==> src/rtl/core/pfe_ram.sv <==
module pfe_ram #(
   parameter int WIDTH = 32,
   parameter int DEPTH = 128
) (
   input  logic                                    clock,
   input  logic                                    wr_en,
   input  logic [((DEPTH > 1) ? $clog2(DEPTH) : 1)-1:0] wr_addr,
   input  logic [WIDTH-1:0]                        wr_data,
   input  logic                                    rd_en,
   input  logic [((DEPTH > 1) ? $clog2(DEPTH) : 1)-1:0] rd_addr,
   output logic [WIDTH-1:0]                        rd_data
);

   logic [WIDTH-1:0] mem_ff [DEPTH];
   logic [WIDTH-1:0] rd_data_ff;

   // write one word, register the read word
   always_ff @(posedge clock) begin
      if (wr_en) begin
         mem_ff[wr_addr] <= wr_data;
      end
      if (rd_en) begin
         rd_data_ff <= mem_ff[rd_addr];
      end
   end

   assign rd_data = rd_data_ff;

endmodule

==> config.mk <==
export PLATFORM = sky130hd
export DESIGN_NAME = pfe_ram
export DESIGN_NICKNAME = d
export VERILOG_FILES = /design/src/rtl/core/pfe_ram.sv
export SDC_FILE = /design/constraint.sdc
export NUM_CORES = 2
export LEC_CHECK = 0
export BUFFER_PORTS_ARGS = -buffer_cell sky130_fd_sc_hd__buf_2
export CAP_MARGIN = 20
export CORE_ASPECT_RATIO = 0.7
export CORE_MARGIN = 2
export CORE_UTILIZATION = 45
export CTS_CLUSTER_DIAMETER = 40
export DETAILED_ROUTE_END_ITERATION = 7
export SYNTH_ARGS = -nofsm -noshare
export SYNTH_HDL_FRONTEND = slang
export SYNTH_SLANG_ARGS = --single-unit
==> constraint.sdc <==
create_clock -name clock -period 5.2 [get_ports clock]
set_clock_uncertainty 0.1 [all_clocks]
set_input_delay 1.04 -clock clock [delete_from_list [all_inputs] [get_ports clock]]
set_output_delay 1.04 -clock clock [all_outputs]
set_load 0.005 [all_outputs]
After elaboration in Yosys (flattened, before gate mapping) --
Memory sizes are Yosys's and may differ from the RTL's. A register that Yosys moved wholly into a read port is not among the register bits. Cells that the tools add are included.
Cells by class: add/sub/neg operators 0, multiply operators 0, div/mod/pow operators 0, magnitude comparators 0, equal/unequal tests 0, shift-type cells 0, muxes and demuxes 2, bitwise operators 0, reductions and logical operators 0
Operators by type and width (number):
- two-way mux 1 bit | 2
Word-level totals: bits in registers 0, latch bits 0, bits in writable memories 4096, bits in read-only memories 0, input bits 49, output and inout port bits 32, word-level logic and storage cells 3, memories kept 1
Memories:
- mem_ff | words 128, width 32, rd ports 1, clocked after Yosys merged registers in 1, wr ports 1, RTL line 14 | logic [WIDTH-1:0] mem_ff [DEPTH];

Depth between registers and ports, before layout --
depth after elaboration 2, mapped depth 8, mapped depth without buffers 4

Least setup slack after synthesis --
OpenSTA, ideal clock, no wires.
kind input-to-reg, start point input port wr_en, end point memory mem_ff[98][0], enable pin, library setup time 0.461 ns, arrival 3.818 ns, path slack 0.821 ns, stages 3, buffers on the path 1, cells stage by stage clkbuf_1 nand4_1 nor3_1
Between the ends: longest elaborated chain between the ends 2
Ends and longest elaborated chain:
- start, declared | RTL line 6 | input logic wr_en,
- two-way mux 1 bit | RTL line 19 | if (wr_en) begin
- two-way mux 1 bit (implied by the code) | RTL line 20 | mem_ff[wr_addr] <= wr_data;
- end, declared | RTL line 14
Every way passes these cells.

==> results by group <==
Die
  • Die Ht: 498 um
  • Chip Width: 709 um
  • Die ar.: 0.353 sq mm
  • Area of the core: 0.347 sq mm
  • FP Rows: 181
  • # IOs: 81
  • Initial Util: 45.1%

Pwr
  • Internal: 0.0567 W
  • Psw: 0.0159 W
  • Combinational fraction of design power: 5.2%
  • Clk pwr share: 44.0%
  • VDD IR-drop max: 0.322 mV
  • Power Density: 401 mW/mm^2
  • Switch share: 21.9%
  • Sequential power share: 50.8%
  • Leak: 55.5 nW

Critical path
  • Worst Setup End Kind: register
  • CP Launch Type: primary input
  • WS Path Type: in -> reg
  • WP data arrival: 4.45 ns
  • Top fanout value on the critical path: 26
  • Reg2Reg Launch Point: mem_ff[50][19]$_DFFE_PP_
  • CP required: 5.79 ns
  • Critical Path Source: rd_addr[0]

Final layout
  • Register Area: 0.124 sq mm
  • Final instance area: 0.181 sq mm
  • Final nets: 6587
  • Layout cells sized above 1: 38.1%
  • Fillers: 26226
  • Multi-input logic area: 0.0323 sq mm
  • Area delta synth->final: 15.7%

Global routing
  • Largest net degree at the start of global routing: 97
  • Global-route wire length before repair: 602000 um
  • Gr usage total: 24.9%
  • Vias in the first global route: 71909
  • Remaining Overflow, GRT: 0
  • Initial antenna violation count: 80

Clock network
  • Total clock buffers created by CTS: 436
  • CTS H-tree depth: 5
  • Maximum root-to-sink buffer count: 4
  • Clk Tree Root Cell: clkbuf_16
  • CTS Hold Bufs: 0
  • CTS tree: yes
  • Reg clk slew, reported paths: 0.06 ns
  • Post-CTS setup buffer count: 0
  • Post-CTS sizing: 0
  • Clock sink count: 4128
  • Worst-Skew Late Latency: 0.96 ns

Place
  • Post-detail-place hpwl: 247000 um
  • IO buf count: 80
  • Routability cong.: 0.829
  • Placed instance area: 0.166 sq mm

Synthesis
  • Average size of a mapped cell: 26.1 sq um
  • Register area share after synthesis: 79.2%
  • Syn nets: 6039
  • Cell Area, Synth: 0.157 sq mm
  • Synth top area cells: edfxtp_1, mux4_2, clkbuf_1, nor2_1, buf_2
  • Unique cell type count in the Yosys netlist: 16
  • Synth warnings: 0
  • Synth area leader: edfxtp_1
  • Synth top area share: 79.2%
  • Synthesized instance count: 5990
  • Yosys reg bits: 4128

Routing
  • First-pass iteration count of the detailed router: 6
  • Vias: 73931
  • Antenna Nets Post-Route: 0
  • DR DRC count: 0
  • Drt via density: 6.37
  • First DRT Iteration DRCs: 12544
  • Routed WL: 442000 um
  • Routed len/inst: 38.1 um

Timing
  • Fmax: 0.259 GHz
  • Final Critical Period: 3.86 ns
  • Period utilisation layout: 74.1%
  • RSZ-0062 raised after global routing: no
  • Fin Setup TNS: 0 ns
  • Worst slew pin tran: 1.17 ns
  • Fin. Hold Viols: 0
  • Relative slew margins: 22.1%
  • Final Slew Violations: 0
  • Setup-failing EPs final: 0

Run status
  • Status: finished clean

Run
  • Max-Cap Viols: 0

Worst hold path
  • HP Class: in -> reg
  • Hold path start: wr_data[30]
-- flip-flops by register name, indices dropped and copies added (netlist names) --
| signal | flops |
|---|---|
| rd_data | 32 |
| mem_ff | 4096 |
-- worst max-delay path, stage by stage --
cell and delay (ns):
buf_12 0.26, buf_12 0.32, buf_12 0.23, buf_4 0.31, mux4_2 0.54, mux4_2 0.66, mux4_2 0.60, mux2_2 0.29
-- area by class of cell --
cell class / count / share of cell area [%]
multi-input cells: 1546 / 17.8
clock buffers: 481 / 6.20
well taps: 4666 / 3.22
clock inverters: 324 / 1.92
repair buffers: 426 / 2.36
flip-flops and latches: 4128 / 68.4
diodes: 34 / 0.0470
-- power by group through the flow --
stage | clock network (W) | registers (W) | logic (W)
finish | 0.0319 | 0.0369 | 0.00379
global route | 0.0337 | 0.0369 | 0.00392
CTS | 0.0323 | 0.0369 | 0.00376
detailed placement | 0 | 0.0376 | 0.00375
global placement | 0 | 0.0376 | 0.00370
floorplan | 0 | 0.0375 | 0.00177
-- placed cells by master (no fill, tap or decap), drive strengths merged --
cell type	instances
edfxtp	4128
mux2	32
buf	426
bufinv	55
clkbuf	481
inv	54
nand2b	2
nand2	14
clkinv	169
mux4	1344
nor2	122
nand3	12
or3	1
nor2b	7
nand4	3
diode	34
nor3	9
clkinvlp	46
-- path summary, 6_finish.rpt --
check                                           endpoint  slack, ns  cells past startpoint
worst max-delay path               rd_data[14]$_DFFE_PP_       1.34                      8
worst min-delay path            mem_ff[86][30]$_DFFE_PP_       0.39                      1
worst max register to register     rd_data[19]$_DFFE_PP_       2.22                      4
worst min register to register     rd_data[11]$_DFFE_PP_       1.10                      4
-- per-stage QoR --
step	power (W)	utilization [%]	std cells	hold WS, ns	setup WS [ns]
floorplan	0.0393	-	5990	1.04	0.821
global placement	0.0413	47.9	10763	1.11	0.399
detailed placement	0.0413	47.9	10763	1.11	0.414
CTS	0.0729	52.2	11568	0.334	1.42
global route	0.0744	52.2	11574	0.356	1.30
finish	0.0726	52.2	11605	0.395	1.34
-- logic make-up after synthesis --
family / share of synthesized area, %
simple gates: 0.445
mux: 19.6
buf+inv: 0.837
flops: 79.2
-- routing by layer --
| layer | routed length (um) | global-route usage (%) | up-vias |
|---|---|---|---|
| met5 | 264 | 0 | - |
| met4 | 8300 | 4.83 | 40 |
| met3 | 58200 | 6.87 | 529 |
| met2 | 192000 | 34.9 | 4614 |
| met1 | 184000 | 39.5 | 41052 |
| li1 | - | - | 27696 |
-- synthesized netlist by cell type, drive strengths merged --
library cell and count:
buf 134, clkbuf 182, edfxtp 4128, mux2 32, mux4 1344, nand2 14
nand2b 2, nand3 12, nand4 3, nor2 122, nor2b 7, nor3 9
or3 1
No activity file was read; power rests on OpenSTA's default activity.
