===== config.mk =====
export PLATFORM = sky130hd
export DESIGN_NAME = pfe_alu
export DESIGN_NICKNAME = d
export VERILOG_FILES = /design/src/rtl/core/pfe_pkg.sv /design/src/rtl/core/pfe_alu.sv
export SDC_FILE = /design/constraint.sdc
export NUM_CORES = 2
export LEC_CHECK = 0
export BUFFER_PORTS_ARGS = -buffer_cell sky130_fd_sc_hd__buf_2
export CAP_MARGIN = 40
export CELL_PAD_IN_SITES_DETAIL_PLACEMENT = 1
export CELL_PAD_IN_SITES_GLOBAL_PLACEMENT = 1
export CORE_MARGIN = 5
export CORE_UTILIZATION = 41
export CTS_CLUSTER_DIAMETER = 60
export DETAILED_ROUTE_END_ITERATION = 8
export PLACE_DENSITY = 0.73
export SLEW_MARGIN = 20
export SYNTH_ARGS = -nofsm -noshare
export SYNTH_HDL_FRONTEND = slang
export SYNTH_SLANG_ARGS = --single-unit

===== constraint.sdc =====
create_clock -name clock -period 16.4 [get_ports clock]
set_clock_uncertainty 0.05 [all_clocks]
set_input_delay 2.46 -clock clock [delete_from_list [all_inputs] [get_ports clock]]
set_output_delay 2.46 -clock clock [all_outputs]
set_load 0.05 [all_outputs]

===== src/rtl/core/pfe_pkg.sv =====
package pfe_pkg;

   localparam int STACK_DEPTH = 128;
   localparam int DATA_WIDTH  = 32;
   localparam int VALUE_WIDTH = 32;
   localparam int SP_WIDTH    = $clog2(STACK_DEPTH + 1);
   localparam int ADDR_WIDTH  = (STACK_DEPTH > 1) ? $clog2(STACK_DEPTH) : 1;

   // ASCII symbols
   localparam logic [7:0] SYM_ZERO  = 8'h30;
   localparam logic [7:0] SYM_NINE  = 8'h39;
   localparam logic [7:0] SYM_PLUS  = 8'h2B;
   localparam logic [7:0] SYM_MINUS = 8'h2D;
   localparam logic [7:0] SYM_STAR  = 8'h2A;
   localparam logic [7:0] SYM_SLASH = 8'h2F;
   localparam logic [7:0] SYM_CARET = 8'h5E;

   // error codes
   localparam logic [2:0] ERR_NONE  = 3'd0;
   localparam logic [2:0] ERR_UNDER = 3'd1;
   localparam logic [2:0] ERR_OVER  = 3'd2;
   localparam logic [2:0] ERR_DIV0  = 3'd3;
   localparam logic [2:0] ERR_BAD   = 3'd4;

   typedef enum logic [2:0] {
      OP_ADD,
      OP_SUB,
      OP_MUL,
      OP_DIV,
      OP_POW
   } op_type;

   typedef struct packed {
      logic [7:0] symbol;
      logic       is_last;
   } req_type;

   typedef struct packed {
      logic signed [VALUE_WIDTH-1:0] value;
      logic [2:0]                    error_code;
   } rsp_type;

   typedef struct packed {
      logic                  start;
      op_type                op;
      logic [DATA_WIDTH-1:0] lhs;
      logic [DATA_WIDTH-1:0] rhs;
   } alu_req_type;

   typedef struct packed {
      logic                  done;
      logic                  div_zero;
      logic [DATA_WIDTH-1:0] result;
   } alu_rsp_type;

   // sign-extend or truncate a stack word to the result width
   function automatic logic signed [VALUE_WIDTH-1:0] to_value(input logic [DATA_WIDTH-1:0] v);
      logic signed [VALUE_WIDTH-1:0] r;
      r = '0;
      for (int i = 0; i < VALUE_WIDTH; i++) begin
         if (i < DATA_WIDTH) begin
            r[i] = v[i];
         end else begin
            r[i] = v[DATA_WIDTH-1];
         end
      end
      return r;
   endfunction

   // keep only the first error of an expression
   function automatic logic [2:0] flag_error(input logic [2:0] cur, input logic [2:0] code);
      return (cur == ERR_NONE) ? code : cur;
   endfunction

endpackage


===== src/rtl/core/pfe_alu.sv =====
module pfe_alu (
   input  logic                 clock,
   input  logic                 reset,
   input  pfe_pkg::alu_req_type alu_req,
   output pfe_pkg::alu_rsp_type alu_rsp
);

   localparam int W     = pfe_pkg::DATA_WIDTH;
   localparam int CNT_W = (W > 2) ? $clog2(W) : 1;

   typedef enum logic [2:0] {
      A_IDLE,
      A_DIV,
      A_FIX,
      A_POW
   } state_type;

   state_type      state_ff, state_in;
   logic           done_ff, done_in;
   logic           div0_ff, div0_in;
   logic [W-1:0]   result_ff, result_in;
   logic [W-1:0]   num_ff, num_in;     // dividend in, quotient out
   logic [W-1:0]   den_ff, den_in;
   logic [W-1:0]   rem_ff, rem_in;
   logic           neg_ff, neg_in;
   logic [W-1:0]   acc_ff, acc_in;
   logic [W-1:0]   base_ff, base_in;
   logic [W-1:0]   exp_ff, exp_in;
   logic [CNT_W-1:0] cnt_ff, cnt_in;

   logic [W-1:0]   mul_a, mul_b;
   logic [2*W-1:0] prod_ab;
   logic [2*W-1:0] prod_sq;
   logic [W:0]     rem_sh;
   logic [W:0]     rem_diff;
   logic [W-1:0]   mag_l, mag_r;

   // one shared product, plus the squaring of the base
   always_comb begin
      if (state_ff == A_POW) begin
         mul_a = acc_ff;
         mul_b = base_ff;
      end else begin
         mul_a = alu_req.lhs;
         mul_b = alu_req.rhs;
      end
   end

   assign prod_ab = mul_a * mul_b;
   assign prod_sq = base_ff * base_ff;

   assign mag_l = alu_req.lhs[W-1] ? (W'(0) - alu_req.lhs) : alu_req.lhs;
   assign mag_r = alu_req.rhs[W-1] ? (W'(0) - alu_req.rhs) : alu_req.rhs;

   // restoring division step
   assign rem_sh   = {rem_ff, num_ff[W-1]};
   assign rem_diff = rem_sh - {1'b0, den_ff};

   always_comb begin
      state_in  = state_ff;
      done_in   = 1'b0;
      div0_in   = div0_ff;
      result_in = result_ff;
      num_in    = num_ff;
      den_in    = den_ff;
      rem_in    = rem_ff;
      neg_in    = neg_ff;
      acc_in    = acc_ff;
      base_in   = base_ff;
      exp_in    = exp_ff;
      cnt_in    = cnt_ff;
      case (state_ff)
         A_IDLE: begin
            if (alu_req.start) begin
               div0_in = 1'b0;
               case (alu_req.op)
                  pfe_pkg::OP_ADD: begin
                     result_in = alu_req.lhs + alu_req.rhs;
                     done_in   = 1'b1;
                  end
                  pfe_pkg::OP_SUB: begin
                     result_in = alu_req.lhs - alu_req.rhs;
                     done_in   = 1'b1;
                  end
                  pfe_pkg::OP_MUL: begin
                     result_in = prod_ab[W-1:0];
                     done_in   = 1'b1;
                  end
                  pfe_pkg::OP_DIV: begin
                     if (alu_req.rhs == '0) begin
                        result_in = '0;
                        div0_in   = 1'b1;
                        done_in   = 1'b1;
                     end else begin
                        neg_in   = alu_req.lhs[W-1] ^ alu_req.rhs[W-1];
                        num_in   = mag_l;
                        den_in   = mag_r;
                        rem_in   = '0;
                        cnt_in   = '0;
                        state_in = A_DIV;
                     end
                  end
                  pfe_pkg::OP_POW: begin
                     if (alu_req.rhs[W-1]) begin
                        // negative exponent: only plus or minus one survive
                        if (alu_req.lhs == W'(1)) begin
                           result_in = W'(1);
                        end else if (alu_req.lhs == '1) begin
                           result_in = alu_req.rhs[0] ? '1 : W'(1);
                        end else begin
                           result_in = '0;
                        end
                        done_in = 1'b1;
                     end else begin
                        acc_in   = W'(1);
                        base_in  = alu_req.lhs;
                        exp_in   = alu_req.rhs;
                        state_in = A_POW;
                     end
                  end
                  default: begin
                     result_in = '0;
                     done_in   = 1'b1;
                  end
               endcase
            end
         end
         A_DIV: begin
            // one quotient bit per cycle
            if (!rem_diff[W]) begin
               rem_in = rem_diff[W-1:0];
               num_in = {num_ff[W-2:0], 1'b1};
            end else begin
               rem_in = rem_sh[W-1:0];
               num_in = {num_ff[W-2:0], 1'b0};
            end
            cnt_in = cnt_ff + CNT_W'(1);
            if (cnt_ff == CNT_W'(W - 1)) begin
               state_in = A_FIX;
            end
         end
         A_FIX: begin
            result_in = neg_ff ? (W'(0) - num_ff) : num_ff;
            done_in   = 1'b1;
            state_in  = A_IDLE;
         end
         A_POW: begin
            // square and multiply, one exponent bit per cycle
            if (exp_ff == '0) begin
               result_in = acc_ff;
               done_in   = 1'b1;
               state_in  = A_IDLE;
            end else begin
               if (exp_ff[0]) begin
                  acc_in = prod_ab[W-1:0];
               end
               base_in = prod_sq[W-1:0];
               exp_in  = exp_ff >> 1;
            end
         end
         default: begin
            state_in = A_IDLE;
         end
      endcase
   end

   always_ff @(posedge clock) begin
      if (reset) begin
         state_ff <= A_IDLE;
         done_ff  <= 1'b0;
      end else begin
         state_ff <= state_in;
         done_ff  <= done_in;
      end
      div0_ff   <= div0_in;
      result_ff <= result_in;
      num_ff    <= num_in;
      den_ff    <= den_in;
      rem_ff    <= rem_in;
      neg_ff    <= neg_in;
      acc_ff    <= acc_in;
      base_ff   <= base_in;
      exp_ff    <= exp_in;
      cnt_ff    <= cnt_in;
   end

   assign alu_rsp.done     = done_ff;
   assign alu_rsp.div_zero = div0_ff;
   assign alu_rsp.result   = result_ff;

endmodule


# After elaboration in Yosys (flattened, before gate mapping)
# Cells that the tools add are included.
[word_totals] register_bits=235 input_bits=70 output_inout_bits=34 wordCells=119
[classes] addsub=7 multipliers=2 n_eq_ne=24 n_mux=57 bitwise_logic=2 reduce_logical=14
[ops] operator="32-bit two-way mux" count=31
[ops] operator="32-bit one-hot mux with 2 select lines" count=5
[ops] operator="32-bit one-hot mux with 5 select lines" count=1
[ops] operator="32-bit one-hot mux with 3 select lines" count=1
[ops] operator="1-bit by 32-bit subtractor with 32-bit output, first input constant" count=3
[ops] operator="32-bit zero test" count=2
[ops] operator="32-bit by 32-bit multiplier with 32-bit output" count=2
[ops] operator="33-bit by 32-bit subtractor with 33-bit output" count=1
[ops] operator="32-bit adder" count=1
[ops] operator="32-bit by 1-bit equality test with 1-bit output, second input constant" count=1
[ops] operator="32-bit equality test, second input constant" count=1
[ops] operator="32-bit subtractor" count=1
[ops] operator="31-bit two-way mux" count=1
[ops] operator="3-bit two-way mux" count=5
[ops] operator="5-bit two-way mux" count=3
[ops] operator="3-bit by 2-bit equality test with 1-bit output, second input constant" count=4
[ops] operator="2-bit inequality test, second input constant" count=6
[ops] operator="3-bit inequality test, second input constant" count=4
[ops] operator="6-bit AND reduction" count=2
[ops] operator="5-bit one-hot mux with 2 select lines" count=1
[ops] operator="5-bit AND reduction" count=2
[ops] operator="3-bit one-hot mux with 3 select lines" count=1
[ops] operator="4-bit AND reduction" count=2
[ops] operator="3-bit by 1-bit equality test with 1-bit output, second input constant" count=2
[ops] operator="other kinds (15)" count=23

# Logic depth before layout (Yosys ltp)
[depth] depth_word=7 ltp_mapped=37 ltp_nobuf=30

# Worst setup path after synthesis
# OpenSTA, ideal clock, no wires.
[synth_path] path_kind="input port to flip-flop" start="in alu_req[6] in the netlist's numbering" end="reg result_ff[31], data pin" setup_time_ns=0.271 t_arrival_ns=10.033 required_time_ns=16.079 slack_ns=6.046 path_stages=30 n_path_buf=3 cell_sequence="clkbuf_1 nand2_1 and2_1 clkbuf_1 clkbuf_1 nor2_1 fa_1 fa_1 fa_1 inv_1 fa_1 inv_1 fa_1 inv_1 fa_1 inv_1 fa_1 fa_1 ha_1 a21o_1 a21oi_1 nor2b_1 nor4_1 o21ai_0 a31oi_1 a211oi_1 o41ai_1 xnor3_1 a221oi_1 o22ai_1"
[synth_via] elab_chain_len=5 elab_cells_between_ends=7 classes_between="add/sub: 2; mul: 1; mux: 4"
[synth_rtl] element="start, declared" line="pfe_alu.sv:4" source="input pfe_pkg::alu_req_type alu_req,"
[synth_rtl] element="32-bit two-way mux" line="pfe_alu.sv:40" source="if (state_ff == A_POW) begin"
[synth_rtl] element="32-bit by 32-bit multiplier with 32-bit output" line="pfe_alu.sv:49" source="assign prod_ab = mul_a * mul_b;"
[synth_rtl] element="32-bit one-hot mux with 5 select lines (*)" line="pfe_alu.sv:76" source="case (alu_req.op)"
[synth_rtl] element="32-bit two-way mux (*)" line="pfe_alu.sv:74" source="if (alu_req.start) begin"
[synth_rtl] element="32-bit one-hot mux with 3 select lines (*)" line="pfe_alu.sv:72" source="case (state_ff)"
[synth_rtl] element="net result_in[31]" line="pfe_alu.sv:21" source="logic [W-1:0] result_ff, result_in;"
[synth_rtl] element="end signal, assigned" line="pfe_alu.sv:176" source="result_ff <= result_in;"
[synth_rtl] element="end, declared" line="pfe_alu.sv:21"
# The timed path passes the listed nets; every way through them passes the cells marked *. The select of a mux whose other input is x is not followed.
# A chain may end at the register's enable or synchronous reset.

# Worst setup path in the final report
[layout_path] start="in alu_req[7] in the netlist's numbering" end="reg result_ff[31], data pin"
# Same word-level chain as after synthesis.

==> results by group <==
CTS
  – Root cell of the clock tree: clkbuf_16
  – Setup Fix Bufs, Post-CTS: 0
  – CTS Buffer Depth: 3
  – Clk sinks: 233
  – Cts repair resizes: 0
  – Worst-path clk slew: 0.07 ns
  – Hold_buf cts: 0
  – Worst skew pair latency: 0.59 ns
  – CTS tree: done
  – H-tree Lvls: 1
  – Total CTS buffers: 30

GRT
  – Grt ovf: 0
  – Vias in the first global route: 39,290
  – Initial antenna violation count: 13
  – First-pass GRT wire length: 249,900 µm
  – Overall Global Routing Usage: 28.65%
  – Largest net degree at the start of global routing: 87

Timing
  – Final setup viols: 0
  – Slew headroom: 40.42%
  – Period utilization: 65.47%
  – Unrepaired setup endpoints after global routing: no
  – Tmin final: 10.74 ns
  – Final hold viol count: 0
  – Fmax: 93.13 MHz
  – Worst Tran Pin Value: 0.8937 ns
  – Sum Neg Setup Slack: 0 ns
  – WHS: 0.5093 ns
  – Slew Viols, Final: 0

Critical path
  – Worst Path Max Fanout: 18
  – Reg2reg start: state_ff[0]
  – Worst setup SP type: primary input
  – Worst Setup SP: alu_req[7]
  – Crit Path Class: in -> reg
  – Worst EP required: 16.66 ns
  – WP data arrival: 11.00 ns
  – Crit end category: register

Finish
  – Most common cell after layout, fill and taps aside: inv_1
  – Number of nets in the layout: 6,135
  – Most frequent cells in the layout: inv_1, fa_1, nand2_1
  – Share of layout cells above drive strength 1: 5.169%
  – Area Growth Syn to Fin: 7.066%
  – Fin util: 44.36%

Drt
  – Initial DRC count: 3,351
  – Post-route DRC: 0
  – Via count: 36,040
  – Vias per Instance: 5.628
  – WL final: 165,700 µm
  – Drt pass-1 iters: 6
  – Per-cell routed wire length: 25.88 µm
  – Post-DRT Antenna Nets: 0

Yosys
  – Post-synth EDFFs: 230
  – Count of cell types in the netlist: 66
  – Seq/Total Area, Yosys: 15.66%
  – Commonest register cell after synthesis: edfxtp_1
  – Post-synth ARST share: 0%
  – Synthesis Warnings: 0
  – Synth Area per Inst: 8.936 µm²
  – Synthesized area: 44,480 µm²
  – Syn_nets: 6,145
  – Syn Inst Count: 4,978
  – Synthesized flop and latch total: 233

Run status
  – Status: finished clean

Hold path
  – Hold WC Path Type: reg -> reg
  – Hold path startpoint: exp_ff[18]

Placement
  – GPL Wtd Cong: 0.9903
  – Dpl hpwl: 133,500 µm
  – PortBufs: 103

Floorplanning
  – Die ar.: 115,200 µm²
  – Core ar.: 107,400 µm²
  – Num ports: 104
  – Die Wd: 339.4 µm
  – Std-Cell Rows: 120
  – Initial core utilization: 41.44%
  – Chip Height: 339.4 µm

Flow run
  – Max_cap viols: 0
[metal layers]
metal	wire, µm	share of wire [%]	track usage [%]	up-vias
met5	13	0.0078	0	-
li1	-	-	-	15480
met4	9759	5.9	13.11	2
met3	15690	9.5	5.330	369
met2	74160	45	45.34	1581
met1	66090	40	38.40	18600
[Yosys cell counts (9+ instances only)]
| library cell | n | area share, % |
|---|---|---|
| clkbuf_1 | 197 | 1.7 |
| fa_1 | 777 | 35 |
| buf_1 | 15 | 0.13 |
| nand4_1 | 24 | 0.34 |
| or4_1 | 15 | 0.25 |
| edfxtp_1 | 230 | 16 |
| or3_1 | 21 | 0.30 |
| nand2_1 | 717 | 6.1 |
| o21a_1 | 20 | 0.34 |
| nor3_1 | 26 | 0.29 |
| xor2_1 | 136 | 2.7 |
| nor2b_1 | 21 | 0.30 |
| and2_1 | 163 | 2.3 |
| and3_1 | 30 | 0.42 |
| o41ai_1 | 12 | 0.24 |
| a31oi_1 | 28 | 0.39 |
| nand3_1 | 23 | 0.26 |
| nand2b_1 | 28 | 0.39 |
| nor4_1 | 22 | 0.31 |
| a21o_1 | 52 | 0.88 |
| inv_1 | 945 | 8.0 |
| o21bai_1 | 14 | 0.24 |
| ha_1 | 320 | 9.0 |
| o21ai_0 | 172 | 1.9 |
| mux2i_1 | 34 | 0.77 |
| xnor2_1 | 177 | 3.5 |
| o22ai_1 | 15 | 0.21 |
| o221ai_1 | 13 | 0.26 |
| a211oi_1 | 23 | 0.39 |
| or2_2 | 12 | 0.17 |
| o211ai_1 | 9 | 0.15 |
| o31ai_1 | 33 | 0.56 |
| nor2_1 | 442 | 3.7 |
| a21oi_1 | 132 | 1.5 |
[per-stage QoR]
step,setup WS (ns),instances,area (µm²)
2_1_floorplan,6.046,4978,44480
3_3_place_gp,5.331,6330,46480
3_5_place_dp,5.098,6335,46570
4_1_cts,5.692,6390,47530
5_1_grt,5.335,6399,47620
6_report,5.663,6403,47630
[state kept, by name, indices dropped and copies added, names as in the netlist]
signal     count
base_ff       32
cnt_ff         5
acc_ff        32
state_ff       2
div0_ff        1
den_ff        32
neg_ff         1
num_ff        32
done_ff        1
result_ff     32
exp_ff        31
rem_ff        32
[cell families after synthesis]
kind of cell / count (synthesis) / synth area share, %
AND/OR/NAND/NOR: 1560 / 15.41
adder cells (fa/ha/maj): 1097 / 43.97
flip-flops: 233 / 15.66
buffers and inverters: 1164 / 9.853
multiplexers: 34 / 0.7651
XOR/XNOR: 314 / 6.213
AO/OA/AOI/OAI: 576 / 8.126
[layout make-up]
class                   instances  area [µm²]
fillers                     12500       59730
multi-input cells            3581       33210
flip-flops and latches        233        6968
inverters                     945        3547
well taps                    1403        1755
repair buffers                177        1167
clock buffers                  38       802.0
clock inverters                17       155.1
diodes                          9       22.52
[worst max-delay path, stage by stage]
cell,delay (ns)
buf_2,0.18
nand2_1,0.19
and2_1,0.75
nor2_1,0.15
fa_1,0.54
fa_1,0.45
fa_1,0.52
inv_1,0.05
fa_1,0.48
inv_1,0.06
fa_1,0.50
inv_1,0.06
fa_1,0.53
inv_1,0.05
fa_1,0.49
fa_1,0.41
ha_1,0.34
a21o_1,0.20
a21oi_1,0.14
nor2b_1,0.10
nor4_1,0.47
o21ai_0,0.24
a31oi_1,0.20
a211oi_1,0.12
o41ai_1,0.35
xnor3_1,0.49
a221oi_1,0.34
o22ai_1,0.13
[worst paths after layout]
path	end	slack, ns	cells after the start
worst min-delay path	exp_ff[17]	0.51	2
worst max-delay path	result_ff[31]	5.66	28
worst max register to register	result_ff[31]	5.81	31
worst min register to register	exp_ff[17]	0.51	2
Power is left out: the tool's default activity adds up to more than one toggle a clock period on the data nets, which glitch-free logic cannot reach.
